File: src/sv/dlcr_pkg.sv
// ----------------------------------------------------------------------------
// dlcr_pkg
// Shared types and constants for the line rasterizer with color interpolation.
// ----------------------------------------------------------------------------
`default_nettype none

package dlcr_pkg;

    // fixed-point layout
    localparam int COORD_BITS = 12;
    localparam int FRAC_BITS  = 16;
    localparam int DELTA_W    = COORD_BITS + 1;          // signed endpoint difference
    localparam int NORM_W     = COORD_BITS;              // max(|dx|,|dy|)
    localparam int DIV_W      = COORD_BITS + FRAC_BITS;  // dividend and quotient width
    localparam int ITER_W     = 5;                       // counts 0 .. DIV_W + 1
    localparam int POS_W      = 30;
    localparam int XSTEP_W    = 18;
    localparam int COL_W      = 25;
    localparam int WIN_W      = 13;
    localparam int INDEX_W    = 24;
    localparam int NUM_CHAN   = 5;

    // configuration register indexes
    localparam logic [0:0] REG_WIDTH  = 1'b0;
    localparam logic [0:0] REG_HEIGHT = 1'b1;

    // input opcodes
    localparam logic OP_LOAD = 1'b0;
    localparam logic OP_TICK = 1'b1;

    // step channels, worked through one division at a time
    typedef enum logic [2:0] {
        CH_X     = 3'd0,
        CH_Y     = 3'd1,
        CH_RED   = 3'd2,
        CH_GREEN = 3'd3,
        CH_BLUE  = 3'd4
    } chan_t;

    typedef enum logic [0:0] {
        ST_IDLE = 1'b0,
        ST_DIV  = 1'b1
    } state_t;

    // controller to datapath
    typedef struct packed {
        logic  load;       // load word accepted
        logic  tick;       // tick word accepted
        logic  div_init;   // seed divider from chan
        logic  div_step;   // one restoring step
        logic  div_store;  // write signed quotient to step register of chan
        chan_t chan;
    } cmd_t;

    // datapath to controller
    typedef struct packed {
        logic norm_zero;   // incoming line has zero length
        logic pipe_free;   // pixel stage can take a tick this cycle
    } stat_t;

endpackage

`default_nettype wire

File: src/sv/dlcr_ctrl.sv
// ----------------------------------------------------------------------------
// dlcr_ctrl
// Controller: input handshake and sequencing of the five step divisions.
// ----------------------------------------------------------------------------
`default_nettype none

module dlcr_ctrl (
    input  wire logic           clk,
    input  wire logic           rst_n,
    input  wire logic           in_valid,
    output logic                in_stall,
    input  wire logic           opcode,
    input  wire dlcr_pkg::stat_t stat,
    output dlcr_pkg::cmd_t      cmd
);

    dlcr_pkg::state_t state_reg, state_next;
    dlcr_pkg::chan_t  chan_reg, chan_next;
    logic [dlcr_pkg::ITER_W-1:0] iter_reg, iter_next;
    logic accept;

    always_ff @(posedge clk or negedge rst_n)
    begin
        if (!rst_n)
        begin
            state_reg <= dlcr_pkg::ST_IDLE;
            chan_reg  <= dlcr_pkg::CH_X;
            iter_reg  <= '0;
        end
        else
        begin
            state_reg <= state_next;
            chan_reg  <= chan_next;
            iter_reg  <= iter_next;
        end
    end

    always_comb
    begin
        state_next = state_reg;
        chan_next  = chan_reg;
        iter_next  = iter_reg;
        in_stall   = 1'b1;
        accept     = 1'b0;
        cmd        = '0;
        cmd.chan   = chan_reg;
        case (state_reg)
            dlcr_pkg::ST_IDLE:
            begin
                in_stall = !stat.pipe_free;
                accept   = in_valid && stat.pipe_free;
                cmd.load = accept && (opcode == dlcr_pkg::OP_LOAD);
                cmd.tick = accept && (opcode == dlcr_pkg::OP_TICK);
                if (cmd.load && !stat.norm_zero)
                begin
                    state_next = dlcr_pkg::ST_DIV;
                    chan_next  = dlcr_pkg::CH_X;
                    iter_next  = '0;
                end
            end
            dlcr_pkg::ST_DIV:
            begin
                if (iter_reg == '0)
                begin
                    cmd.div_init = 1'b1;
                    iter_next    = iter_reg + 1'b1;
                end
                else if (iter_reg <= dlcr_pkg::ITER_W'(dlcr_pkg::DIV_W))
                begin
                    cmd.div_step = 1'b1;
                    iter_next    = iter_reg + 1'b1;
                end
                else
                begin
                    cmd.div_store = 1'b1;
                    iter_next     = '0;
                    if (chan_reg == dlcr_pkg::CH_BLUE)
                    begin
                        state_next = dlcr_pkg::ST_IDLE;
                    end
                    else
                    begin
                        chan_next = dlcr_pkg::chan_t'(chan_reg + 3'd1);
                    end
                end
            end
            default:
            begin
                state_next = dlcr_pkg::ST_IDLE;
            end
        endcase
    end

endmodule

`default_nettype wire

File: src/sv/dlcr_datapath.sv
// ----------------------------------------------------------------------------
// dlcr_datapath
// Step divider, accumulators, pixel stage, output register and window regs.
// ----------------------------------------------------------------------------
`default_nettype none

module dlcr_datapath (
    input  wire logic                clk,
    input  wire logic                rst_n,
    input  wire dlcr_pkg::cmd_t      cmd,
    output dlcr_pkg::stat_t          stat,
    input  wire logic                wr_en,
    input  wire logic [0:0]          wr_index,
    input  wire logic [12:0]         wr_data,
    input  wire logic signed [11:0]  start_x,
    input  wire logic signed [11:0]  start_y,
    input  wire logic signed [11:0]  end_x,
    input  wire logic signed [11:0]  end_y,
    input  wire logic [7:0]          start_red,
    input  wire logic [7:0]          start_green,
    input  wire logic [7:0]          start_blue,
    input  wire logic [7:0]          end_red,
    input  wire logic [7:0]          end_green,
    input  wire logic [7:0]          end_blue,
    output logic                     out_valid,
    input  wire logic                out_stall,
    output logic                     in_window,
    output logic [23:0]              pixel_index,
    output logic [23:0]              pixel_color,
    output logic                     last_of_line
);

    function automatic logic [dlcr_pkg::NORM_W-1:0] mag(
        input logic [dlcr_pkg::DELTA_W-1:0] v
    );
        logic [dlcr_pkg::DELTA_W-1:0] a;
        a = v[dlcr_pkg::DELTA_W-1] ? (~v + 1'b1) : v;
        return a[dlcr_pkg::NORM_W-1:0];
    endfunction

    // truncate toward zero, then clamp to 0..255
    function automatic logic [7:0] chan8(input logic [dlcr_pkg::COL_W-1:0] acc);
        logic [8:0] t;
        t = acc[24:16] + {8'b0, acc[24] && (acc[15:0] != '0)};
        return t[8] ? 8'd0 : t[7:0];
    endfunction

    // window registers
    logic [dlcr_pkg::WIN_W-1:0] width_reg, height_reg;

    // line setup
    logic [dlcr_pkg::DELTA_W-1:0] dx_w, dy_w, dr_w, dg_w, db_w;
    logic [dlcr_pkg::NORM_W-1:0]  ax_w, ay_w, norm_w;
    logic [dlcr_pkg::DELTA_W-1:0] delta_reg [0:dlcr_pkg::NUM_CHAN-1];
    logic [dlcr_pkg::NORM_W-1:0]  norm_reg;

    // divider
    logic [dlcr_pkg::NORM_W-1:0]  rem_reg, rem_next;
    logic [dlcr_pkg::DIV_W-1:0]   quo_reg, quo_next;
    logic                         neg_reg, neg_next;
    logic [dlcr_pkg::DELTA_W-1:0] sel_delta;
    logic [dlcr_pkg::NORM_W:0]    shifted, diff;
    logic                         fits;
    logic [dlcr_pkg::XSTEP_W-1:0] q_xy;
    logic [dlcr_pkg::COL_W-1:0]   q_col;

    // line state
    logic [dlcr_pkg::XSTEP_W-1:0] step_x_reg, step_y_reg;
    logic [dlcr_pkg::COL_W-1:0]   step_r_reg, step_g_reg, step_b_reg;
    logic [dlcr_pkg::POS_W-1:0]   pos_x_reg, pos_y_reg;
    logic [dlcr_pkg::COL_W-1:0]   red_reg, green_reg, blue_reg;
    logic [dlcr_pkg::NORM_W-1:0]  steps_left_reg;
    logic                         active_reg;

    // pixel stage and output register
    logic pix_v_reg, pix_last_reg, out_free;
    logic [13:0] xi, yi;
    logic pix_in_win;
    logic [24:0] prod;
    logic [23:0] index_w;
    logic out_valid_reg, in_window_reg, last_reg;
    logic [23:0] pixel_index_reg, pixel_color_reg;

    // ------------------------------------------------------------------ setup
    assign dx_w   = {end_x[11], end_x} - {start_x[11], start_x};
    assign dy_w   = {end_y[11], end_y} - {start_y[11], start_y};
    assign dr_w   = {5'b0, end_red}   - {5'b0, start_red};
    assign dg_w   = {5'b0, end_green} - {5'b0, start_green};
    assign db_w   = {5'b0, end_blue}  - {5'b0, start_blue};
    assign ax_w   = mag(dx_w);
    assign ay_w   = mag(dy_w);
    assign norm_w = (ax_w > ay_w) ? ax_w : ay_w;

    assign out_free = !out_valid_reg || !out_stall;
    assign stat     = '{norm_zero: (norm_w == '0), pipe_free: (!pix_v_reg || out_free)};

    always_ff @(posedge clk or negedge rst_n)
    begin
        if (!rst_n)
        begin
            width_reg  <= dlcr_pkg::WIN_W'(640);
            height_reg <= dlcr_pkg::WIN_W'(480);
        end
        else if (wr_en)
        begin
            case (wr_index)
                dlcr_pkg::REG_WIDTH:  width_reg  <= wr_data;
                dlcr_pkg::REG_HEIGHT: height_reg <= wr_data;
                default:              width_reg  <= width_reg;
            endcase
        end
    end

    always_ff @(posedge clk)
    begin
        if (cmd.load)
        begin
            delta_reg[dlcr_pkg::CH_X]     <= dx_w;
            delta_reg[dlcr_pkg::CH_Y]     <= dy_w;
            delta_reg[dlcr_pkg::CH_RED]   <= dr_w;
            delta_reg[dlcr_pkg::CH_GREEN] <= dg_w;
            delta_reg[dlcr_pkg::CH_BLUE]  <= db_w;
            norm_reg <= norm_w;
        end
    end

    // ---------------------------------------------------------------- divider
    // restoring divide of |delta|<<16 + norm/2 by norm, one quotient bit a cycle
    assign sel_delta = delta_reg[cmd.chan];
    assign shifted   = {rem_reg, quo_reg[dlcr_pkg::DIV_W-1]};
    assign diff      = shifted - {1'b0, norm_reg};
    assign fits      = shifted >= {1'b0, norm_reg};

    always_comb
    begin
        rem_next = rem_reg;
        quo_next = quo_reg;
        neg_next = neg_reg;
        if (cmd.div_init)
        begin
            rem_next = '0;
            quo_next = {mag(sel_delta),
                        {(dlcr_pkg::FRAC_BITS - dlcr_pkg::NORM_W + 1){1'b0}},
                        norm_reg[dlcr_pkg::NORM_W-1:1]};
            neg_next = sel_delta[dlcr_pkg::DELTA_W-1];
        end
        else if (cmd.div_step)
        begin
            rem_next = fits ? diff[dlcr_pkg::NORM_W-1:0] : shifted[dlcr_pkg::NORM_W-1:0];
            quo_next = {quo_reg[dlcr_pkg::DIV_W-2:0], fits};
        end
    end

    always_ff @(posedge clk)
    begin
        rem_reg <= rem_next;
        quo_reg <= quo_next;
        neg_reg <= neg_next;
    end

    assign q_xy  = neg_reg ? (~quo_reg[dlcr_pkg::XSTEP_W-1:0] + 1'b1)
                           : quo_reg[dlcr_pkg::XSTEP_W-1:0];
    assign q_col = neg_reg ? (~quo_reg[dlcr_pkg::COL_W-1:0] + 1'b1)
                           : quo_reg[dlcr_pkg::COL_W-1:0];

    always_ff @(posedge clk)
    begin
        if (cmd.div_store)
        begin
            case (cmd.chan)
                dlcr_pkg::CH_X:     step_x_reg <= q_xy;
                dlcr_pkg::CH_Y:     step_y_reg <= q_xy;
                dlcr_pkg::CH_RED:   step_r_reg <= q_col;
                dlcr_pkg::CH_GREEN: step_g_reg <= q_col;
                dlcr_pkg::CH_BLUE:  step_b_reg <= q_col;
                default:            step_b_reg <= step_b_reg;
            endcase
        end
    end

    // ----------------------------------------------------------- accumulators
    always_ff @(posedge clk)
    begin
        if (cmd.load)
        begin
            pos_x_reg <= {{2{start_x[11]}}, start_x, 16'b0};
            pos_y_reg <= {{2{start_y[11]}}, start_y, 16'b0};
            red_reg   <= {1'b0, start_red, 16'b0};
            green_reg <= {1'b0, start_green, 16'b0};
            blue_reg  <= {1'b0, start_blue, 16'b0};
        end
        else if (cmd.tick && active_reg)
        begin
            pos_x_reg <= pos_x_reg + {{12{step_x_reg[17]}}, step_x_reg};
            pos_y_reg <= pos_y_reg + {{12{step_y_reg[17]}}, step_y_reg};
            red_reg   <= red_reg + step_r_reg;
            green_reg <= green_reg + step_g_reg;
            blue_reg  <= blue_reg + step_b_reg;
        end
    end

    always_ff @(posedge clk or negedge rst_n)
    begin
        if (!rst_n)
        begin
            steps_left_reg <= '0;
            active_reg     <= 1'b0;
            pix_v_reg      <= 1'b0;
        end
        else
        begin
            if (cmd.load)
            begin
                steps_left_reg <= norm_w;
                active_reg     <= (norm_w != '0);
            end
            else if (cmd.tick && active_reg)
            begin
                steps_left_reg <= steps_left_reg - 1'b1;
                if (steps_left_reg == dlcr_pkg::NORM_W'(1))
                begin
                    active_reg <= 1'b0;
                end
            end

            if (cmd.tick && active_reg)
            begin
                pix_v_reg <= 1'b1;
            end
            else if (out_free)
            begin
                pix_v_reg <= 1'b0;
            end
        end
    end

    always_ff @(posedge clk)
    begin
        if (cmd.tick && active_reg)
        begin
            pix_last_reg <= (steps_left_reg == dlcr_pkg::NORM_W'(1));
        end
    end

    // ------------------------------------------------------------ pixel stage
    assign xi = pos_x_reg[29:16] + {13'b0, pos_x_reg[29] && (pos_x_reg[15:0] != '0)};
    assign yi = pos_y_reg[29:16] + {13'b0, pos_y_reg[29] && (pos_y_reg[15:0] != '0)};
    assign pix_in_win = !xi[13] && !yi[13]
                        && (xi[12:0] < width_reg) && (yi[12:0] < height_reg);
    assign prod    = {13'b0, yi[11:0]} * {12'b0, width_reg};
    assign index_w = prod[23:0] + {12'b0, xi[11:0]};

    always_ff @(posedge clk or negedge rst_n)
    begin
        if (!rst_n)
        begin
            out_valid_reg <= 1'b0;
        end
        else if (out_free)
        begin
            out_valid_reg <= pix_v_reg;
        end
    end

    always_ff @(posedge clk)
    begin
        if (out_free && pix_v_reg)
        begin
            in_window_reg   <= pix_in_win;
            pixel_index_reg <= pix_in_win ? index_w : '0;
            pixel_color_reg <= {chan8(red_reg), chan8(green_reg), chan8(blue_reg)};
            last_reg        <= pix_last_reg;
        end
    end

    assign out_valid    = out_valid_reg;
    assign in_window    = in_window_reg;
    assign pixel_index  = pixel_index_reg;
    assign pixel_color  = pixel_color_reg;
    assign last_of_line = last_reg;

endmodule

`default_nettype wire

File: src/sv/dda_line_color_rasterizer_core.sv
// ----------------------------------------------------------------------------
// dda_line_color_rasterizer_core
// DDA line stepper with linear RGB interpolation and window clipping.
// ----------------------------------------------------------------------------
// input channel (in_valid / in_stall) takes one word per handshake:
//   opcode 0 loads a line (endpoints and colors), opcode 1 is a step tick
// a load produces no output; it sets up five fixed-point steps with a shared
//   one-bit-per-cycle restoring divider (seed, one step per quotient bit, store),
//   so in_stall is high after a load of nonzero length until all five are stored
// a tick while a line is active gives one pixel word on the output channel
//   (out_valid / out_stall) through the pixel stage and the output register; ticks
//   are taken back to back, one per cycle, as long as the output side keeps up
// a tick while idle and a zero-length load give no output
// when the receiver stalls, the output register holds its word and one more
//   pixel waits in the pixel stage; then in_stall rises until space frees
// window size is written through wr_en / wr_index / wr_data while idle
// reset (rst_n, async, active low) leaves the block idle, window 640 x 480
// ----------------------------------------------------------------------------
`default_nettype none

module dda_line_color_rasterizer_core (
    input  wire logic               clk,
    input  wire logic               rst_n,
    // configuration
    input  wire logic               wr_en,
    input  wire logic [0:0]         wr_index,
    input  wire logic [12:0]        wr_data,
    // input words
    input  wire logic               in_valid,
    output logic                    in_stall,
    input  wire logic               opcode,
    input  wire logic signed [11:0] start_x,
    input  wire logic signed [11:0] start_y,
    input  wire logic signed [11:0] end_x,
    input  wire logic signed [11:0] end_y,
    input  wire logic [7:0]         start_red,
    input  wire logic [7:0]         start_green,
    input  wire logic [7:0]         start_blue,
    input  wire logic [7:0]         end_red,
    input  wire logic [7:0]         end_green,
    input  wire logic [7:0]         end_blue,
    // output words
    output logic                    out_valid,
    input  wire logic               out_stall,
    output logic                    in_window,
    output logic [23:0]             pixel_index,
    output logic [23:0]             pixel_color,
    output logic                    last_of_line
);

    // command and status between sequencer and datapath
    dlcr_pkg::cmd_t  cmd;
    dlcr_pkg::stat_t stat;

    // handshake and divide sequencing
    dlcr_ctrl u_ctrl (
        .clk      (clk),
        .rst_n    (rst_n),
        .in_valid (in_valid),
        .in_stall (in_stall),
        .opcode   (opcode),
        .stat     (stat),
        .cmd      (cmd)
    );

    // divider, accumulators, clipping, index and output register
    dlcr_datapath u_datapath (
        .clk          (clk),
        .rst_n        (rst_n),
        .cmd          (cmd),
        .stat         (stat),
        .wr_en        (wr_en),
        .wr_index     (wr_index),
        .wr_data      (wr_data),
        .start_x      (start_x),
        .start_y      (start_y),
        .end_x        (end_x),
        .end_y        (end_y),
        .start_red    (start_red),
        .start_green  (start_green),
        .start_blue   (start_blue),
        .end_red      (end_red),
        .end_green    (end_green),
        .end_blue     (end_blue),
        .out_valid    (out_valid),
        .out_stall    (out_stall),
        .in_window    (in_window),
        .pixel_index  (pixel_index),
        .pixel_color  (pixel_color),
        .last_of_line (last_of_line)
    );

endmodule

`default_nettype wire

File: config.mk
export PLATFORM = sky130hd
export DESIGN_NAME = dda_line_color_rasterizer_core
export DESIGN_NICKNAME = d
export VERILOG_FILES = /design/src/sv/dlcr_pkg.sv /design/src/sv/dlcr_ctrl.sv /design/src/sv/dlcr_datapath.sv /design/src/sv/dda_line_color_rasterizer_core.sv
export SDC_FILE = /design/constraint.sdc
export NUM_CORES = 2
export LEC_CHECK = 0
export ABC_AREA = 1
export BUFFER_PORTS_ARGS = -buffer_cell sky130_fd_sc_hd__buf_2
export CAP_MARGIN = 10
export CORE_UTILIZATION = 62
export CTS_BUF_LIST = sky130_fd_sc_hd__clkbuf_4 sky130_fd_sc_hd__clkbuf_8
export CTS_CLUSTER_SIZE = 16
export DETAILED_ROUTE_END_ITERATION = 8
export GPL_TIMING_DRIVEN = 0
export PLACE_DENSITY_LB_ADDON = 0.15
export SLEW_MARGIN = 20
export SYNTH_ARGS = -nofsm -noshare
export SYNTH_HDL_FRONTEND = slang
export SYNTH_SLANG_ARGS = --single-unit
File: constraint.sdc
create_clock -name clk -period 7.9 [get_ports clk]
set_input_delay 0.395 -clock clk [delete_from_list [all_inputs] [get_ports clk]]
set_output_delay 0.395 -clock clk [all_outputs]
set_load 0.02 [all_outputs]
# Word level (Yosys, flattened, before mapping)
# Memories as Yosys holds them, arrays and structs flattened.
# Index checks and enable logic that the tools add are counted.
[word_totals] ff_bits=400 in_bits=116 word_cells=179 output_inout_bits=52 memories=1 mem_bits_rw=65
[mem_list] name="u_datapath.delta_reg" words=5 width=13 rd=1 rd_ports_with_merged_regs=0 write_ports=5 line_no="dlcr_datapath.sv:54" rtl="logic [dlcr_pkg::DELTA_W-1:0] delta_reg [0:dlcr_pkg::NUM_CHAN-1];"
[classes] n_bitwise=8 n_addsub=25 order_cmp=5 reduce_logical=45 mux=49 eq_ne=9 multipliers=1
[ops] operator="2-to-1 mux 24 bit" n=6
[ops] operator="2-to-1 mux 30 bit" n=4
[ops] operator="2-to-1 mux 12 bit" n=7
[ops] operator="nonzero test 16 bit" n=5
[ops] operator="adder 25 bit" n=3
[ops] operator="adder 30 bit" n=2
[ops] operator="2-to-1 mux 28 bit" n=2
[ops] operator="adder 12 x 1 -> 12 bit, second input constant" n=3
[ops] operator="NOT 12 bit" n=3
[ops] operator="adder 14 x 1 -> 14 bit" n=2
[ops] operator="adder 9 x 1 -> 9 bit" n=3
[ops] operator="subtractor 8 x 8 -> 9 bit" n=3
[ops] operator="less-than comparator 13 bit" n=2
[ops] operator="subtractor 12 x 12 -> 13 bit" n=2
[ops] operator="adder 25 x 1 -> 25 bit, second input constant" n=1
[ops] operator="2-to-1 mux 25 bit" n=1
[ops] operator="NOT 25 bit" n=1
[ops] operator="adder 24 x 12 -> 24 bit" n=1
[ops] operator="multiplier 12 x 13 -> 24 bit" n=1
[ops] operator="adder 18 x 1 -> 18 bit, second input constant" n=1
[ops] operator="2-to-1 mux 18 bit" n=1
[ops] operator="NOT 18 bit" n=1
[ops] operator="AND reduction 2 bit" n=8
[ops] operator="2-to-1 mux 1 bit" n=15
[ops] operator="29 further kinds" n=64

# Logic depth before layout (Yosys ltp)
[logic_depth] ltp_word=11 depth_mapped=38

# Hierarchy
# A second synthesis with hierarchy kept.
[unflattened] hier_cells=4105 hier_area_um2=34256.6
[by_module_without_submodules] mod="dlcr_datapath" area_each_um2=33654.8 cells_each=4028 n_inst=1
[by_module_without_submodules] mod="dlcr_ctrl" area_each_um2=601.8 cells_each=77 n_inst=1

# Worst setup path before layout
# OpenSTA, ideal clock, no wires.
[synth_timing] path_kind="register -> register" from="register u_datapath.pos_y_reg[1] (netlist name)" to="register u_datapath.pixel_index_reg[18] (netlist: u_datapath.pixel_index[18]) (data pin)" synth_period_minus_slack_ns=6.888 setup_slack_ns=1.012 stages_incl_launch_ff=37 arrival_ns=6.634 cell_sequence="dfxtp_1 -> inv_1 -> nand3_1 -> nor4_1 -> a21boi_0 -> ha_1 -> ha_1 -> nand2_1 -> inv_1 -> nand3_1 -> nor2_1 -> nand2_1 -> nor2_1 -> nand2_1 -> nor2_1 -> xor2_1 -> inv_1 -> nand2_1 -> fa_1 -> fa_1 -> inv_1 -> fa_1 -> fa_1 -> inv_1 -> fa_1 -> inv_1 -> ha_1 -> nand2_1 -> nor2_1 -> nand2_1 -> o211ai_1 -> a31oi_1 -> o21ai_0 -> a21boi_0 -> o21ai_0 -> a21oi_1 -> o21a_1"
[synth_via] elab_chain_cells=7 elab_cells_between_ends=10
[synth_lines] item="start: declaration" line_no="dlcr_datapath.sv:70" rtl="logic [dlcr_pkg::POS_W-1:0] pos_x_reg, pos_y_reg;"
[synth_lines] item="start signal: assignment" line_no="dlcr_datapath.sv:187" rtl="pos_y_reg <= {{2{start_y[11]}}, start_y, 16'b0};"
[synth_lines] item="start signal: assignment" line_no="dlcr_datapath.sv:195" rtl="pos_y_reg <= pos_y_reg + {{12{step_y_reg[17]}}, step_y_reg};"
[synth_lines] item="nonzero test 16 bit (*)" line_no="dlcr_datapath.sv:247" rtl="assign yi = pos_y_reg[29:16] + {13'b0, pos_y_reg[29] && (pos_y_reg[15:0] != '0)};"
[synth_lines] item="logical AND 1 bit (*)" line_no="dlcr_datapath.sv:247"
[synth_lines] item="adder 14 x 1 -> 14 bit (*)" line_no="dlcr_datapath.sv:247"
[synth_lines] item="branches (longest 4 deep; another with multiplier 12 x 13 -> 24 bit)"
[synth_lines] item="end signal: assignment" line_no="dlcr_datapath.sv:270" rtl="pixel_index_reg <= pix_in_win ? index_w : '0;"
[synth_lines] item="end: declaration" line_no="dlcr_datapath.sv:82" rtl="logic [23:0] pixel_index_reg, pixel_color_reg;"
# Every way passes the cells marked *.
# A chain may end at the register's enable or synchronous reset.

# Worst setup path in the final report
[layout_timing] from="register u_datapath.pos_y_reg[1] (netlist name)" to="register u_datapath.pixel_index_reg[23] (netlist: u_datapath.pixel_index[23]) (data pin)"
# The elaborated chain is that of the path after synthesis.

==> impl_metrics.yaml <==
run_status:
  status: "complete, no violations"
sta:
  setup_viol: 0
  fin_crit_sh_pct: 93.6
  slew_viol_final: 0
  skew_ns: 0.0358
  tightest_slew_ns: 1.22
  whs_ns: 0.0300
  rsz0062_at_grt: "no"
  relSlewSlack_pct: 18.6
  finalHoldViolations: 0
  period_needed_ns: 7.40
  fmax_mhz: 135
detailed_routing:
  wl_per_cell_um: 18.6
  routed_wirelength_mm: 97.6
  viasPerCell: 5.74
  ant_nets: 0
  drt-initial-drc-count: 2733
  num_vias: 30200
  dr.pass1.iters: 6
  drc: 0
floorplanning:
  start_util_pct: 63.3
  dieArea_mm2: 0.0564
  die_w_um: 237
  rows: 85
  die-height_um: 237
  core_area_mm2: 0.0543
  pin_count: 168
synth:
  yosys.area.top_type: "edfxtp_1"
  seq_area_frac_synth_pct: 35.9
  ys_seq_elements: 453
  synth_area_mm2: 0.0344
  yosys_most_used_dff: "edfxtp_1"
  synth_commonest_cells: "nand2_1 (877), inv_1 (628), a21oi_1 (341)"
  synth_top_cell_area_share_pct: 26.5
  synth.distinct_cells: 68
  synth_cells: 4174
  synthArstFlopShare_pct: 11.0
  yosys.cell_count.top_type: "nand2_1"
  synth_area_per_cell_um2: 8.24
  yosysWarnings: 0
  synth_edf_count: 303
  ys_top_cells_by_area: "edfxtp_1 (26%), ha_1 (12%), nand2_1 (9.6%)"
  syn-num-nets: 4738
place:
  hpwl_mm: 76.2
  port_buffers: 167
  dp.cells: 5089
  gp_congestion: 0.972
setup_path:
  worst-setup-path-type: "flip-flop to flip-flop"
  crit_top_cell: "inv_1"
  arrival_ns: 7.79
  critPathMaxStageDelay_ns: 0.59
  worst-r2r-setup-slack_ns: 0.50
  path_delay_family: "adder cells"
  endpoint_kind: "flip-flop"
  critPathBufInv: 8
  cp_data_required_time_ns: 8.29
  crit_fanout: 10
  critical_path.startpoint_type: "flip-flop"
  slowest_stage: "fa_1"
cts:
  clock_path_buffers: 3
  clk_pin_slew_ns: 0.06
  numCtsBuffers: 80
  cts_tree: "built"
  cts.htree.levels: 3
  insertion_delay_ns: 0.67
  cts-root-buf: "clkbuf_8"
  clkSinkCount: 453
global_route:
  antenna_found_initial: 3
  grt_max_degree: 54
  grtUsageMet3_pct: 5.90
  grt_use_met2_pct: 55.2
  met1_usage_pct: 47.1
  groute.usage.overall_pct: 34.5
  grt_overflow_total: 0
  grt_pass1_vias: 28500
  grt_pass1_wl_mm: 151
  busiest_layer: "met2"
finish:
  drive_above_1_share_pct: 10.3
  largest_reg_flops: 53
  fin_nets: 5011
  area_growth_pct: 11.2
  stdcell_count: 5253
  nFillCells: 4459
power_and_ir_drop:
  ir_worst_vdd_uv: 146
  powerDensity_mw_per_mm2: 147
  leakage_nw: 18.2
job:
  max_cap_viol_count: 0
worst_hold_path:
  min_path_type: "primary input to flip-flop"
## metal layers
metal / routed length [um] / up-vias
li1: - / 14500
met1: 41300 / 14100
met2: 43800 / 1324
met3: 8840 / 235
met4: 3640 / 0
met5: 0 / -
## worst reg2reg max path: cells and delay by family, from the launching register on
family          cells  cell delay (ns)
compound gates     10             1.35
fa+ha+maj           7             3.25
buf+inv             8             1.08
flops               1             0.31
simple gates        8             1.11
## path summary, 6_finish.rpt
| path | start | endpoint | depth (start not counted) |
|---|---|---|---|
| min | wr_data[4] | u_datapath.height_reg[4]$_DFFE_PN0P_ | 3 |
| min in group asynchronous | rst_n | u_datapath.width_reg[1]$_DFFE_PN0P_ | 2 |
| max in group asynchronous | rst_n | u_ctrl.iter_reg[0]$_DFFE_PN0P_ | 2 |
| max reg2reg | u_datapath.pos_y_reg[1]$_SDFFE_PP0P_ | u_datapath.pixel_index[23]$_SDFFCE_PN0P_ | 33 |
| min reg2reg | u_datapath.pos_x_reg[3]$_SDFFE_PP0P_ | u_datapath.pos_x_reg[3]$_SDFFE_PP0P_ | 2 |
| max | u_datapath.pos_y_reg[1]$_SDFFE_PP0P_ | u_datapath.pixel_index[23]$_SDFFCE_PN0P_ | 33 |
## where the power goes
part	total (W)	internal, W	switching (W)	leakage [nW]
clock network	0.00226	0.00125	0.00101	0.887
registers	0.00256	0.00255	0.0000114	4.00
logic	0.000797	0.000251	0.000546	13.3
total	0.00562	0.00405	0.00157	18.2
## layout make-up
type / instances / area (um2) / share of cell area (%)
well taps: 739 / 925 / 2.42
clock inverters: 29 / 199 / 0.520
flip-flops and latches: 453 / 12400 / 32.3
clock buffers: 118 / 1450 / 3.79
diodes: 2 / 5.00 / 0.0131
repair buffers: 192 / 1170 / 3.05
plain buffers: 79 / 369 / 0.966
multi-input cells: 3003 / 19400 / 50.6
inverters: 638 / 2390 / 6.27
## through the flow
| step | cell area [um2] | setup slack (ns) | TNS, ns | total power, W | util, % |
|---|---|---|---|---|---|
| after detailed placement | 36400 | -0.350 | -0.495 | 0.00339 | 66.9 |
| after global routing | 38200 | 0.0137 | 0 | 0.00582 | 70.3 |
| after floorplan | 34400 | 1.01 | 0 | 0.00314 | - |
| final | 38200 | 0.503 | 0 | 0.00562 | 70.3 |
| after global placement | 36100 | -0.237 | -0.242 | 0.00337 | 66.5 |
| after CTS | 38200 | 0.0969 | 0 | 0.00563 | 70.2 |
## timing repair
action | 4_1_cts | 5_1_grt
hold buffers | 14 | 0
endpoints found under the hold margin | 67 | 0
buffers inserted | 0 | 2
pin swaps | 0 | 1
cloned | 0 | 0
gates resized for setup | 2 | 15
setup endpoints to repair | 3 | 6
## cells by family after synthesis
| group | after synthesis | synth area share, % |
|---|---|---|
| and+or+nand+nor | 1545 | 19.3 |
| AOI/OAI and AO/OA | 862 | 13.7 |
| buffers and inverters | 718 | 8.02 |
| DFF | 453 | 35.9 |
| adders and majority gates | 448 | 19.2 |
| xor gates and xnor gates | 146 | 3.72 |
| muxes | 2 | 0.0619 |
## cells in the final DEF, fill, tap and decap left out, types with 100 or more instances in the layout
| master | Yosys | final |
|---|---|---|
| ha_1 | 317 | 317 |
| inv_1 | 628 | 625 |
| a21oi_1 | 341 | 341 |
| xor2_1 | 117 | 115 |
| edfxtp_1 | 303 | 303 |
| o21ai_0 | 330 | 327 |
| nand3_1 | 169 | 169 |
| buf_2 | 5 | 172 |
| nor2_1 | 295 | 287 |
| fa_1 | 131 | 131 |
| dfxtp_1 | 100 | 100 |
| nand2_1 | 877 | 874 |
(Power assumes the default switching activity.)
